### config.mk
export PLATFORM = sky130hd
export DESIGN_NAME = led_color_run_decoder
export DESIGN_NICKNAME = d
export VERILOG_FILES = /design/src/lcrd_pkg.sv /design/src/lcrd_front.sv /design/src/lcrd_queue.sv /design/src/lcrd_back.sv /design/src/led_color_run_decoder.sv
export SDC_FILE = /design/constraint.sdc
export NUM_CORES = 1
export LEC_CHECK = 0
export ABC_AREA = 1
export BUFFER_PORTS_ARGS = -buffer_cell sky130_fd_sc_hd__buf_4
export CAP_MARGIN = 0
export CELL_PAD_IN_SITES_DETAIL_PLACEMENT = 0
export CELL_PAD_IN_SITES_GLOBAL_PLACEMENT = 2
export CORE_ASPECT_RATIO = 1.75
export CORE_MARGIN = 5
export CORE_UTILIZATION = 42
export DETAILED_ROUTE_END_ITERATION = 8
export MAX_ROUTING_LAYER = met4
export PLACE_DENSITY = 0.87
export SYNTH_ARGS = -nofsm -noshare
export SYNTH_HDL_FRONTEND = slang
export SYNTH_SLANG_ARGS = --single-unit
export TNS_END_PERCENT = 20
### constraint.sdc
create_clock -name clock -period 3.15 [get_ports clock]
set_input_delay 0.1575 -clock clock [delete_from_list [all_inputs] [get_ports clock]]
set_output_delay 0.1575 -clock clock [all_outputs]
set_load 0.01 [all_outputs]
### src/lcrd_pkg.sv
`default_nettype none

package lcrd_pkg;

   // Input item: one byte of the compressed command buffer
   typedef struct packed {
      logic [7:0] data_byte;
      logic       last_in_buffer;
   } req_type;

   // Result item: one pad write
   typedef struct packed {
      logic [5:0] pad_index;
      logic [6:0] red_level;
      logic [6:0] green_level;
      logic [6:0] blue_level;
      logic       last_of_run;
   } rsp_type;

   // Expansion kinds of a position byte
   typedef logic [2:0] kind_type;

   localparam kind_type KIND_SINGLE = 3'd0;  // one pad
   localparam kind_type KIND_PAIR   = 3'd1;  // pad and its mirror
   localparam kind_type KIND_QUAD   = 3'd2;  // mirrored quad
   localparam kind_type KIND_COL    = 3'd3;  // 8-pad column
   localparam kind_type KIND_ROW    = 3'd4;  // 8-pad row

   // Classified position byte, passed from the parser to the expander
   typedef struct packed {
      kind_type   kind;
      logic [7:0] pos_byte;
      logic [6:0] red_level;
      logic [6:0] green_level;
      logic [6:0] blue_level;
   } job_type;

   // Queue between parser and expander
   localparam int QUEUE_DEPTH = 4;
   localparam int QUEUE_AW    = $clog2(QUEUE_DEPTH);

endpackage

`default_nettype wire

### src/lcrd_front.sv
`default_nettype none

module lcrd_front (
   input  wire logic             clock,
   input  wire logic             reset,
   input  wire logic             req_valid,
   output logic                  req_ready,
   input  wire lcrd_pkg::req_type req_data,
   output logic                  push_valid,
   input  wire logic             push_ready,
   output lcrd_pkg::job_type     push_data
);

   // Parser phases
   localparam logic [2:0] PH_RED   = 3'd0;
   localparam logic [2:0] PH_GREEN = 3'd1;
   localparam logic [2:0] PH_BLUE  = 3'd2;
   localparam logic [2:0] PH_COUNT = 3'd3;
   localparam logic [2:0] PH_POS   = 3'd4;

   logic [2:0] phase_ff, phase_in;
   logic [5:0] held_red_ff, held_red_in;
   logic [5:0] held_green_ff, held_green_in;
   logic [5:0] held_blue_ff, held_blue_in;
   logic [1:0] flag_ff, flag_in;
   logic [7:0] left_ff, left_in;
   logic [7:0] left_dec;
   logic       accept;
   logic [7:0] d;

   // Channel value to drive level: zero stays zero, else value plus 2
   function automatic logic [6:0] level_of(input logic [5:0] c);
      level_of = (c == 6'd0) ? 7'd0 : ({1'b0, c} + 7'd2);
   endfunction

   // Sort a position byte into its expansion kind
   function automatic lcrd_pkg::kind_type kind_of(input logic [7:0] x);
      if (x[6:4] == 3'b110) begin
         kind_of = x[3] ? lcrd_pkg::KIND_COL : lcrd_pkg::KIND_ROW;
      end else if (!x[6]) begin
         kind_of = lcrd_pkg::KIND_SINGLE;
      end else if (!x[5]) begin
         kind_of = lcrd_pkg::KIND_PAIR;
      end else begin
         kind_of = lcrd_pkg::KIND_QUAD;
      end
   endfunction

   assign d         = req_data.data_byte;
   assign req_ready = push_ready;
   assign accept    = req_valid && req_ready;
   assign left_dec  = left_ff - {7'd0, (left_ff != 8'd0)};

   // Position item toward the expander
   assign push_data.kind        = kind_of(d);
   assign push_data.pos_byte    = d;
   assign push_data.red_level   = level_of(held_red_ff);
   assign push_data.green_level = level_of(held_green_ff);
   assign push_data.blue_level  = level_of(held_blue_ff);

   // Parser next state
   always_comb begin
      phase_in      = phase_ff;
      held_red_in   = held_red_ff;
      held_green_in = held_green_ff;
      held_blue_in  = held_blue_ff;
      flag_in       = flag_ff;
      left_in       = left_ff;
      push_valid    = 1'b0;
      if (accept) begin
         case (phase_ff)
            PH_RED: begin
               held_red_in = d[5:0];
               flag_in     = {d[6], 1'b0};
               phase_in    = PH_GREEN;
            end
            PH_GREEN: begin
               held_green_in = d[5:0];
               flag_in       = {flag_ff[1], d[6]};
               phase_in      = PH_BLUE;
            end
            PH_BLUE: begin
               held_blue_in = d[5:0];
               if ({flag_ff, d[6]} == 3'd0) begin
                  phase_in = PH_COUNT;
               end else begin
                  left_in  = {5'd0, flag_ff, d[6]};
                  phase_in = PH_POS;
               end
            end
            PH_COUNT: begin
               left_in  = d;
               phase_in = (d == 8'd0) ? PH_RED : PH_POS;
            end
            PH_POS: begin
               push_valid = 1'b1;
               left_in    = left_dec;
               if (left_dec == 8'd0) begin
                  phase_in = PH_RED;
               end
            end
            default: begin
               phase_in = PH_RED;
            end
         endcase
         // End of buffer drops any open group
         if (req_data.last_in_buffer) begin
            phase_in = PH_RED;
            left_in  = 8'd0;
         end
      end
   end

   always_ff @(posedge clock) begin
      if (reset) begin
         phase_ff      <= PH_RED;
         held_red_ff   <= 6'd0;
         held_green_ff <= 6'd0;
         held_blue_ff  <= 6'd0;
         flag_ff       <= 2'd0;
         left_ff       <= 8'd0;
      end else begin
         phase_ff      <= phase_in;
         held_red_ff   <= held_red_in;
         held_green_ff <= held_green_in;
         held_blue_ff  <= held_blue_in;
         flag_ff       <= flag_in;
         left_ff       <= left_in;
      end
   end

endmodule

`default_nettype wire

### src/lcrd_queue.sv
`default_nettype none

module lcrd_queue (
   input  wire logic              clock,
   input  wire logic              reset,
   input  wire logic              push_valid,
   output logic                   push_ready,
   input  wire lcrd_pkg::job_type push_data,
   output logic                   pop_valid,
   input  wire logic              pop_ready,
   output lcrd_pkg::job_type      pop_data
);

   lcrd_pkg::job_type entry_ff [lcrd_pkg::QUEUE_DEPTH];

   logic [lcrd_pkg::QUEUE_AW-1:0] wr_ptr_ff, wr_ptr_in;
   logic [lcrd_pkg::QUEUE_AW-1:0] rd_ptr_ff, rd_ptr_in;
   logic [lcrd_pkg::QUEUE_AW:0]   count_ff, count_in;
   logic                          do_push;
   logic                          do_pop;

   assign push_ready = (count_ff != (lcrd_pkg::QUEUE_AW+1)'(lcrd_pkg::QUEUE_DEPTH));
   assign pop_valid  = (count_ff != '0);
   assign pop_data   = entry_ff[rd_ptr_ff];
   assign do_push    = push_valid && push_ready;
   assign do_pop     = pop_valid && pop_ready;

   // Pointer and fill count update
   always_comb begin
      wr_ptr_in = wr_ptr_ff;
      rd_ptr_in = rd_ptr_ff;
      count_in  = count_ff;
      if (do_push) begin
         wr_ptr_in = wr_ptr_ff + 1'b1;
      end
      if (do_pop) begin
         rd_ptr_in = rd_ptr_ff + 1'b1;
      end
      if (do_push && !do_pop) begin
         count_in = count_ff + 1'b1;
      end else if (!do_push && do_pop) begin
         count_in = count_ff - 1'b1;
      end
   end

   always_ff @(posedge clock) begin
      if (reset) begin
         wr_ptr_ff <= '0;
         rd_ptr_ff <= '0;
         count_ff  <= '0;
      end else begin
         wr_ptr_ff <= wr_ptr_in;
         rd_ptr_ff <= rd_ptr_in;
         count_ff  <= count_in;
      end
   end

   // Storage
   always_ff @(posedge clock) begin
      if (do_push) begin
         entry_ff[wr_ptr_ff] <= push_data;
      end
   end

endmodule

`default_nettype wire

### src/lcrd_back.sv
`default_nettype none

module lcrd_back (
   input  wire logic              clock,
   input  wire logic              reset,
   input  wire logic              job_valid,
   output logic                   job_ready,
   input  wire lcrd_pkg::job_type job_data,
   output logic                   rsp_valid,
   input  wire logic              rsp_ready,
   output lcrd_pkg::rsp_type      rsp_data
);

   lcrd_pkg::job_type job_ff, job_in;
   logic              busy_ff, busy_in;
   logic [2:0]        step_ff, step_in;
   logic              out_valid_ff, out_valid_in;
   lcrd_pkg::rsp_type out_ff, out_in;
   logic              out_free;
   logic              emit;
   logic              last_pad;
   logic              finish;
   logic              take;

   // Index of the final pad write of a kind
   function automatic logic [2:0] last_step_of(input lcrd_pkg::kind_type kind);
      case (kind)
         lcrd_pkg::KIND_SINGLE: last_step_of = 3'd0;
         lcrd_pkg::KIND_PAIR:   last_step_of = 3'd1;
         lcrd_pkg::KIND_QUAD:   last_step_of = 3'd3;
         default:               last_step_of = 3'd7;
      endcase
   endfunction

   // Pad number of write k of a position byte
   function automatic logic [5:0] pad_of(input lcrd_pkg::kind_type kind,
                                         input logic [7:0] x,
                                         input logic [2:0] k);
      logic [5:0] m;
      logic [5:0] col;
      m   = ~x[5:0];
      col = x[5:0] & (x[2] ? 6'h23 : 6'h03);
      case (kind)
         lcrd_pkg::KIND_COL: pad_of = col | {1'b0, k, 2'b00};
         // row order: column by column, low half then high half within each
         lcrd_pkg::KIND_ROW: pad_of = {k[0], x[2:0], k[2:1]};
         default: begin
            case (k[1:0])
               2'd0:    pad_of = x[5:0];
               2'd1:    pad_of = m;
               2'd2:    pad_of = (x[5:0] & 6'h1C) | (m & 6'h03);
               default: pad_of = (x[5:0] & 6'h23) | (m & 6'h1C);
            endcase
         end
      endcase
   endfunction

   assign out_free  = !out_valid_ff || rsp_ready;
   assign emit      = busy_ff && out_free;
   assign last_pad  = (step_ff == last_step_of(job_ff.kind));
   assign finish    = emit && last_pad;
   assign job_ready = !busy_ff || finish;
   assign take      = job_valid && job_ready;
   assign rsp_valid = out_valid_ff;
   assign rsp_data  = out_ff;

   // Job holder and step counter
   always_comb begin
      job_in  = job_ff;
      busy_in = busy_ff;
      step_in = step_ff;
      if (take) begin
         job_in  = job_data;
         busy_in = 1'b1;
         step_in = 3'd0;
      end else if (finish) begin
         busy_in = 1'b0;
         step_in = 3'd0;
      end else if (emit) begin
         step_in = step_ff + 3'd1;
      end
   end

   // Output register
   always_comb begin
      out_in       = out_ff;
      out_valid_in = out_valid_ff;
      if (emit) begin
         out_in.pad_index   = pad_of(job_ff.kind, job_ff.pos_byte, step_ff);
         out_in.red_level   = job_ff.red_level;
         out_in.green_level = job_ff.green_level;
         out_in.blue_level  = job_ff.blue_level;
         out_in.last_of_run = last_pad;
         out_valid_in       = 1'b1;
      end else if (rsp_ready) begin
         out_valid_in = 1'b0;
      end
   end

   always_ff @(posedge clock) begin
      if (reset) begin
         busy_ff      <= 1'b0;
         step_ff      <= 3'd0;
         out_valid_ff <= 1'b0;
      end else begin
         busy_ff      <= busy_in;
         step_ff      <= step_in;
         out_valid_ff <= out_valid_in;
      end
   end

   always_ff @(posedge clock) begin
      job_ff <= job_in;
      out_ff <= out_in;
   end

endmodule

`default_nettype wire

### src/led_color_run_decoder.sv
// A position byte passes the queue, the expander's job holder and its output register
// before its first pad write shows on rsp. The expander gives one pad write per cycle
// while rsp_ready holds. A position byte gives 1, 2, 4 or 8, color and count bytes none.
// A 4-entry queue between parser and expander absorbs bursts of bytes.
// Reset (synchronous, active high) returns the parser to the red byte, empties the queue
// and drops any pending pad write.
`default_nettype none

module led_color_run_decoder (
   input  wire logic              clock,
   input  wire logic              reset,
   input  wire logic              req_valid,
   output logic                   req_ready,
   input  wire lcrd_pkg::req_type req_data,
   output logic                   rsp_valid,
   input  wire logic              rsp_ready,
   output lcrd_pkg::rsp_type      rsp_data
);

   logic              push_valid;
   logic              push_ready;
   lcrd_pkg::job_type push_data;
   logic              job_valid;
   logic              job_ready;
   lcrd_pkg::job_type job_data;

   // Byte parser
   lcrd_front u_front (
      .clock      (clock),
      .reset      (reset),
      .req_valid  (req_valid),
      .req_ready  (req_ready),
      .req_data   (req_data),
      .push_valid (push_valid),
      .push_ready (push_ready),
      .push_data  (push_data)
   );

   // Position queue
   lcrd_queue u_queue (
      .clock      (clock),
      .reset      (reset),
      .push_valid (push_valid),
      .push_ready (push_ready),
      .push_data  (push_data),
      .pop_valid  (job_valid),
      .pop_ready  (job_ready),
      .pop_data   (job_data)
   );

   // Pad expander
   lcrd_back u_back (
      .clock     (clock),
      .reset     (reset),
      .job_valid (job_valid),
      .job_ready (job_ready),
      .job_data  (job_data),
      .rsp_valid (rsp_valid),
      .rsp_ready (rsp_ready),
      .rsp_data  (rsp_data)
   );

endmodule

`default_nettype wire

==> results.yml, run 1 <==
global_route:
  grt_pass1_wl_um: 29840
  antenna_found_initial: 0
  grtUsageMet3_pct: 2.164
  grt_usage_pct: 15.60
  met2_usage_pct: 28.95
  grt-ovfl-total: 0
  grt_max_degree: 64
  first_global_vias: 5864
  grtUsageMet1_pct: 16.86
  top_usage_layer: "met2"
pwr:
  peakVddDrop_mv: 0.4117
  powerDensity_nw_per_um2: 860.2
  leakage_nw: 3.819
timing:
  period_share_pct: 74.25
  worstMarginPinSlew_ns: 0.8876
  slew_headroom_pct: 40.76
  finClkSkew_ns: 0.007990
  fmax_ghz: 0.4276
  slew_violations: 0
  period_minus_slack_ns: 2.339
  finalHoldViolations: 0
  setup_viol: 0
  rsz0062_at_grt: "no"
  tns_ns: 0
critical_path:
  crit_path_end_kind: "flop"
  crit_type: "reg -> reg"
  crit_fanout: 4
  critPathRequiredTime_ns: 3.52
  worstPathArrival_ns: 2.71
  cp-start-kind: "flop"
job:
  drv_cap: 0
synth:
  muxShareOfSynthArea_pct: 0
  yosys_warnings: 0
  async_flop_share_pct: 0
  synthDistinctLibCells: 38
  synth_ff_type: "edfxtp_1"
  synthAdderAreaFrac_pct: 2.180
  ys_seq_area_share_pct: 69.30
  synth_xor_area_share_pct: 1.174
  syn_area_um2: 8955
  synth_area_leaders: "edfxtp_1, dfxtp_1, o21ai_0"
  synth-compound-area-share_pct: 11.54
  synth_top_family_by_area: "compound AO/OA/AOI/OAI gates"
  synth_top_area_share_pct: 59.69
  ys_ff_latch: 221
  synth-edff-count: 178
  syn_inst: 765
  synthesis.nets: 793
  synthSimpleGateAreaFrac_pct: 11.43
  synth.avg_cell_area_um2: 11.71
  yosysTopAreaCell: "edfxtp_1"
clock_network:
  clk_latency_ns: 0.48
  path_clk_slew_ns: 0.06
  clock_sinks: 221
  cts_tree: "built"
  cts_buffer_depth: 3
  cts_root_buffer: "clkbuf_16"
  postCtsSetupBuffers: 0
  cts_buffers: 21
  cts_htree_levels: 1
drt:
  detail-route-antenna-nets: 0
  viasPerCell: 5.269
  num_vias: 5722
  initialDrtViolationCount: 397
  drtPass1Iterations: 5
  wl_per_cell_um: 17.05
  drc: 0
  drt-total-wl_um: 18520
final_layout:
  antenna_cells: 0
  fin_nets: 848
  area_delta_synth_final_pct: 14.96
  drive_gt1_share_pct: 12.83
  final_common_cell: "edfxtp_1"
  fillers: 1831
  layout_common_cells: "edfxtp_1, o21ai_0, nor2_1"
  layout.cells.non_filler: 1086
  fin_util_pct: 49.18
place:
  numPortBuffers: 42
  gp_congestion: 0.8573
  dp_cells: 1039
  dp.final_hpwl_um: 12700
run_status:
  status: "complete, no violations"
die:
  fp.dieArea_um2: 24460
  rows: 70
  core_area_um2: 20930
  io_pins: 43
  die_x_um: 120.4
  die_h_um: 203.2
  start_util_pct: 42.78
hold_path:
  hp-class: "in -> reg"
==> per-layer routing <==
metal  wire length, um  vias to the layer above
met4               481                        0
met2             10110                      123
met3               803                       36
li1                  -                     2820
met5                 0                        -
met1              7121                     2743
==> critical path: stages (launching register included) <==
cell	delay (ns)
edfxtp_1	0.44
nor2_2	0.19
xor2_1	0.16
nand3_1	0.10
nor2_2	0.15
nand2_2	0.09
nand2_4	0.09
nand2_4	0.07
ha_1	0.18
inv_1	0.10
fa_1	0.42
o21ai_0	0.16
nor2_1	0.06
==> cell families (layout without fill, tap and decap cells) <==
family,Yosys count,in the layout
simple gates,228,228
flops,221,221
compound gates,189,189
fa+ha+maj,15,15
xor+xnor,12,12
buf+inv,100,169
==> area by class of cell <==
class | instances | area (um2) | area share [%]
sequential | 221 | 6207 | 60.29
multi-input combinational | 444 | 2367 | 22.99
clock buffer | 30 | 559.3 | 5.433
timing repair buffer | 60 | 488.0 | 4.740
tap | 252 | 315.3 | 3.063
inverter | 72 | 270.3 | 2.625
clock inverter | 7 | 87.58 | 0.8508
==> cells in the mapped netlist, types with 4 or more instances <==
library cell and count:
edfxtp_1 178, nor2_1 101, o21ai_0 101, inv_1 68, nand2_1 63, dfxtp_1 43
a21oi_1 38, o22ai_1 35, nand3_1 26, clkbuf_1 19, ha_1 14, xor2_1 9
nor3_1 7, nand2_4 5, nor2_2 5, o221ai_1 5, a22oi_1 4, buf_1 4
inv_2 4, nand2_2 4, nor4_1 4, or2_2 4
==> registers in the layout, summed over array words and instances, names as in the netlist <==
register and flops:
u_front.flag_ff 2, u_queue.count_ff 3, u_back.job_ff 30, u_queue.wr_ptr_ff 2, u_queue.rd_ptr_ff 2, u_back.rsp_data 28
u_front.held_red_ff 6, u_back.rsp_valid 1, u_back.step_ff 3, u_front.held_blue_ff 6, u_front.left_ff 8, u_front.phase_ff 3
u_back.busy_ff 1, u_queue.entry_ff 120, u_front.held_green_ff 6
==> power by group <==
group / internal, mW / switching, mW
clock: 1.40 / 0.982
sequential: 3.94 / 0.225
combinational: 0.785 / 1.52
==> what timing repair did <==
item                                   4_1_cts  5_1_grt
hold buffers                                10        0
gates resized for setup                      0        0
endpoints found under the hold margin       36        0
==> stage by stage <==
step	hold WS [ns]	area, um2	setup WS, ns	power [mW]
final	0.06135	10290	0.8113	8.856
after global routing	0.05657	10290	0.6341	9.394
after CTS	0.04133	10290	0.8090	8.973
after detailed placement	0.3961	9548	0.8332	6.564
after global placement	0.3909	9548	0.8793	6.456
after floorplan	0.2199	8955	0.5146	5.719
==> final timing paths <==
kind / to / cells after the start / slack, ns / startpoint
max: u_queue.count_ff[1]$_SDFFE_PP0P_ / 12 / 0.81 / u_back.job_ff[30]$_DFFE_PP_
min: u_front.left_ff[7]$_SDFFE_PP0P_ / 4 / 0.06 / req_data[0]
max reg2reg: u_queue.count_ff[1]$_SDFFE_PP0P_ / 12 / 0.81 / u_back.job_ff[30]$_DFFE_PP_
min reg2reg: u_back.rsp_data[7]$_DFFE_PP_ / 0 / 0.42 / u_back.job_ff[6]$_DFFE_PP_
(Power assumes the default switching activity.)
==> run 2: changes to the inputs <==
==> constraint.sdc (replaced) <==
create_clock -name clock -period 2.3 [get_ports clock]
set_input_delay 0.115 -clock clock [delete_from_list [all_inputs] [get_ports clock]]
set_output_delay 0.115 -clock clock [all_outputs]
set_load 0.01 [all_outputs]
==> run 2 against run 1 <==
Compared with the run above: the run now ends with negative setup slack left; die area is the same; register-to-register slack lost 0.82 ns; first-iteration DRC count shrank 16%; via count grew 2.7%; sequential cell count is the same; count of clock-buffer cells in the layout shrank 5; sequential power grew 37%; final cell count grew 2.0%; maximum frequency grew 1.1%; non-clock buffer count grew 23; clock skew grew 0.011 ns; setup slack lost 0.82 ns.
==> results.yml, run 2 (same netlist as run 1, synthesis figures left out) <==
pwr:
  switching_share_pct: 31.34
  switchingPower_mw: 3.904
  peakVddDrop_mv: 0.5682
  clkPwrFrac_pct: 26.1
  pwr-share-seq_pct: 46.0
  finalPower_mw: 12.46
  internal_power_mw: 8.553
  leakage_nw: 3.966
  power_frac_comb_pct: 27.9
  powerDensity_nw_per_um2: 1172
hold_path:
  holdPathStages: 5
  hold_path_startpoint: "req_data[8]"
  min_to: "u_front.left_ff[7]$_SDFFE_PP0P_"
  hp-class: "in -> reg"
place:
  dp.final_hpwl_um: 11910
  numPortBuffers: 42
  gp_congestion: 0.8926
  dpl_worst_slack_ns: -0.0006772
run_status:
  violations: "negative setup slack"
  status: "finished, violations left"
clock_network:
  clk_latency_ns: 0.49
  cts_buffers: 20
  cts_tree: "built"
  cts_root_buffer: "clkbuf_16"
  clock_sinks: 221
  path_clk_slew_ns: 0.06
  cts_htree_levels: 1
  cts_buffer_depth: 3
timing:
  finClkSkew_ns: 0.01939
  setup_viol: 3
  fmax_ghz: 0.4323
  finalHoldViolations: 0
  timing.final.ws_setup_ns: -0.01345
  period_minus_slack_ns: 2.313
  worstMarginPinSlew_ns: 0.8000
  slew_violations: 0
  rsz0062_at_grt: "yes"
  slew_headroom_pct: 46.61
  period_share_pct: 100.6
  tns_ns: -0.02372
critical_path:
  r2r_end: "u_front.phase_ff[1]$_SDFFE_PP0P_"
  crit_path_end_kind: "flop"
  path_cells: "nor2_4 > nand2_2 > nor4_2 > nand2_1 > ha_2 > ha_4 > nand2_2 > nor2_1 > nand3_1 > nor2_1 > nand3_1 > nand2_2 > nand3_2 > nand2_1 > nor2_1"
  r2r_slack_ns: -0.01
  timing.rr.start: "u_front.left_ff[2]$_SDFFE_PP0P_"
  slowest_delay_ns: 0.36
  cp_slowest_cell: "dfxtp_4"
  worst-r2r-cell-count: 15
  critPathRequiredTime_ns: 2.69
  crit_type: "reg -> reg"
  worstPathArrival_ns: 2.70
  cp-start-kind: "flop"
  crit_fanout: 6
drt:
  detail-route-antenna-nets: 0
  wl_per_cell_um: 16.54
  drtPass1Iterations: 5
  viasPerCell: 5.302
  num_vias: 5875
  drc: 0
  initialDrtViolationCount: 332
  drt-total-wl_um: 18330
final_layout:
  area_delta_synth_final_pct: 18.65
  drive_gt1_share_pct: 18.46
  fin_nets: 870
  top_register: "u_queue.entry_ff"
  largest_reg_flops: 120
  final_common_cell: "edfxtp_1"
  antenna_cells: 0
  layout_common_cells: "edfxtp_1, o21ai_0, nor2_1"
die:
  die_x_um: 120.4
  die_h_um: 203.2
  start_util_pct: 42.78
  io_pins: 43
  rows: 70
  fp.dieArea_um2: 24460
  core_area_um2: 20930
global_route:
  grt-ovfl-total: 0
  first_global_vias: 5876
  grt_max_degree: 35
  antenna_found_initial: 0
  grt_usage_pct: 15.22
  grt_pass1_wl_um: 29250
job:
  drv_cap: 0
-- run 2: repair_timing --
item	CTS	global route
hold buffers	11	0
hold endpoints to repair	38	0
pin swaps	2	15
buffers inserted	1	12
gates resized for setup	0	34
endpoints found under the setup margin	2	5
-- run 2: how the worst max path moves through the flow --
stage / startpoint / endpoint / slack, ns / depth (start not counted)
2_1_floorplan: u_queue.count_ff[0]$_SDFFE_PP0P_ / u_queue.entry_ff[0][0]$_DFFE_PP_ / -0.34 / 6
3_5_place_dp: u_front.left_ff[2]$_SDFFE_PP0P_ / u_front.phase_ff[0]$_SDFFE_PP0P_ / -0.0007 / 16
6_report: u_front.left_ff[2]$_SDFFE_PP0P_ / u_front.phase_ff[1]$_SDFFE_PP0P_ / -0.01 / 15
4_1_cts: u_queue.count_ff[0]$_SDFFE_PP0P_ / u_queue.count_ff[2]$_SDFFE_PP0P_ / 0.01 / 11
5_1_grt: u_front.left_ff[2]$_SDFFE_PP0P_ / u_front.phase_ff[2]$_SDFFE_PP0P_ / -0.12 / 15
3_3_place_gp: u_queue.count_ff[0]$_SDFFE_PP0P_ / u_queue.count_ff[2]$_SDFFE_PP0P_ / 0.12 / 11
-- run 2: layer usage --
| layer | track usage [%] | vias up | wire length [um] |
|---|---|---|---|
| met3 | 2.053 | 31 | 732 |
| met4 | 4.457 | 0 | 377 |
| li1 | - | 2863 | - |
| met2 | 28.73 | 134 | 10040 |
| met5 | - | - | 0 |
| met1 | 16.43 | 2847 | 7179 |
-- run 2: worst max-delay path: cells and delay by family, from the launching register on --
kind	cells	cell delay (ns)
flops	1	0.36
simple gates	13	1.34
fa+ha+maj	2	0.50
-- run 2: power groups by stage --
| stage | logic, mW | registers [mW] | clock network, mW |
|---|---|---|---|
| 6_report | 3.48 | 5.73 | 3.26 |
| 5_1_grt | 3.87 | 5.80 | 3.51 |
| 4_1_cts | 3.27 | 5.71 | 3.34 |
| 3_5_place_dp | 3.24 | 5.80 | 0 |
| 3_3_place_gp | 3.13 | 5.76 | 0 |
| 2_1_floorplan | 2.00 | 5.83 | 0 |
-- run 2: final cells by class --
type | count | area, um2
sequential | 221 | 6220
clock buffer | 25 | 560.5
inverter | 72 | 270.3
clock inverter | 11 | 92.59
tap | 252 | 315.3
multi-input combinational | 444 | 2466
fill | 1792 | 10310
timing repair buffer | 83 | 700.7
-- run 2: through the flow --
stage	hold WS (ns)	util (%)	cell area, um2	std cells
finish	0.1027	50.76	10630	1108
global route	0.1127	50.76	10630	1108
CTS	0.07915	49.80	10420	1096
detailed placement	0.3432	46.11	9653	1048
global placement	0.3430	46.11	9653	1048
floorplan	0.1774	-	8955	765
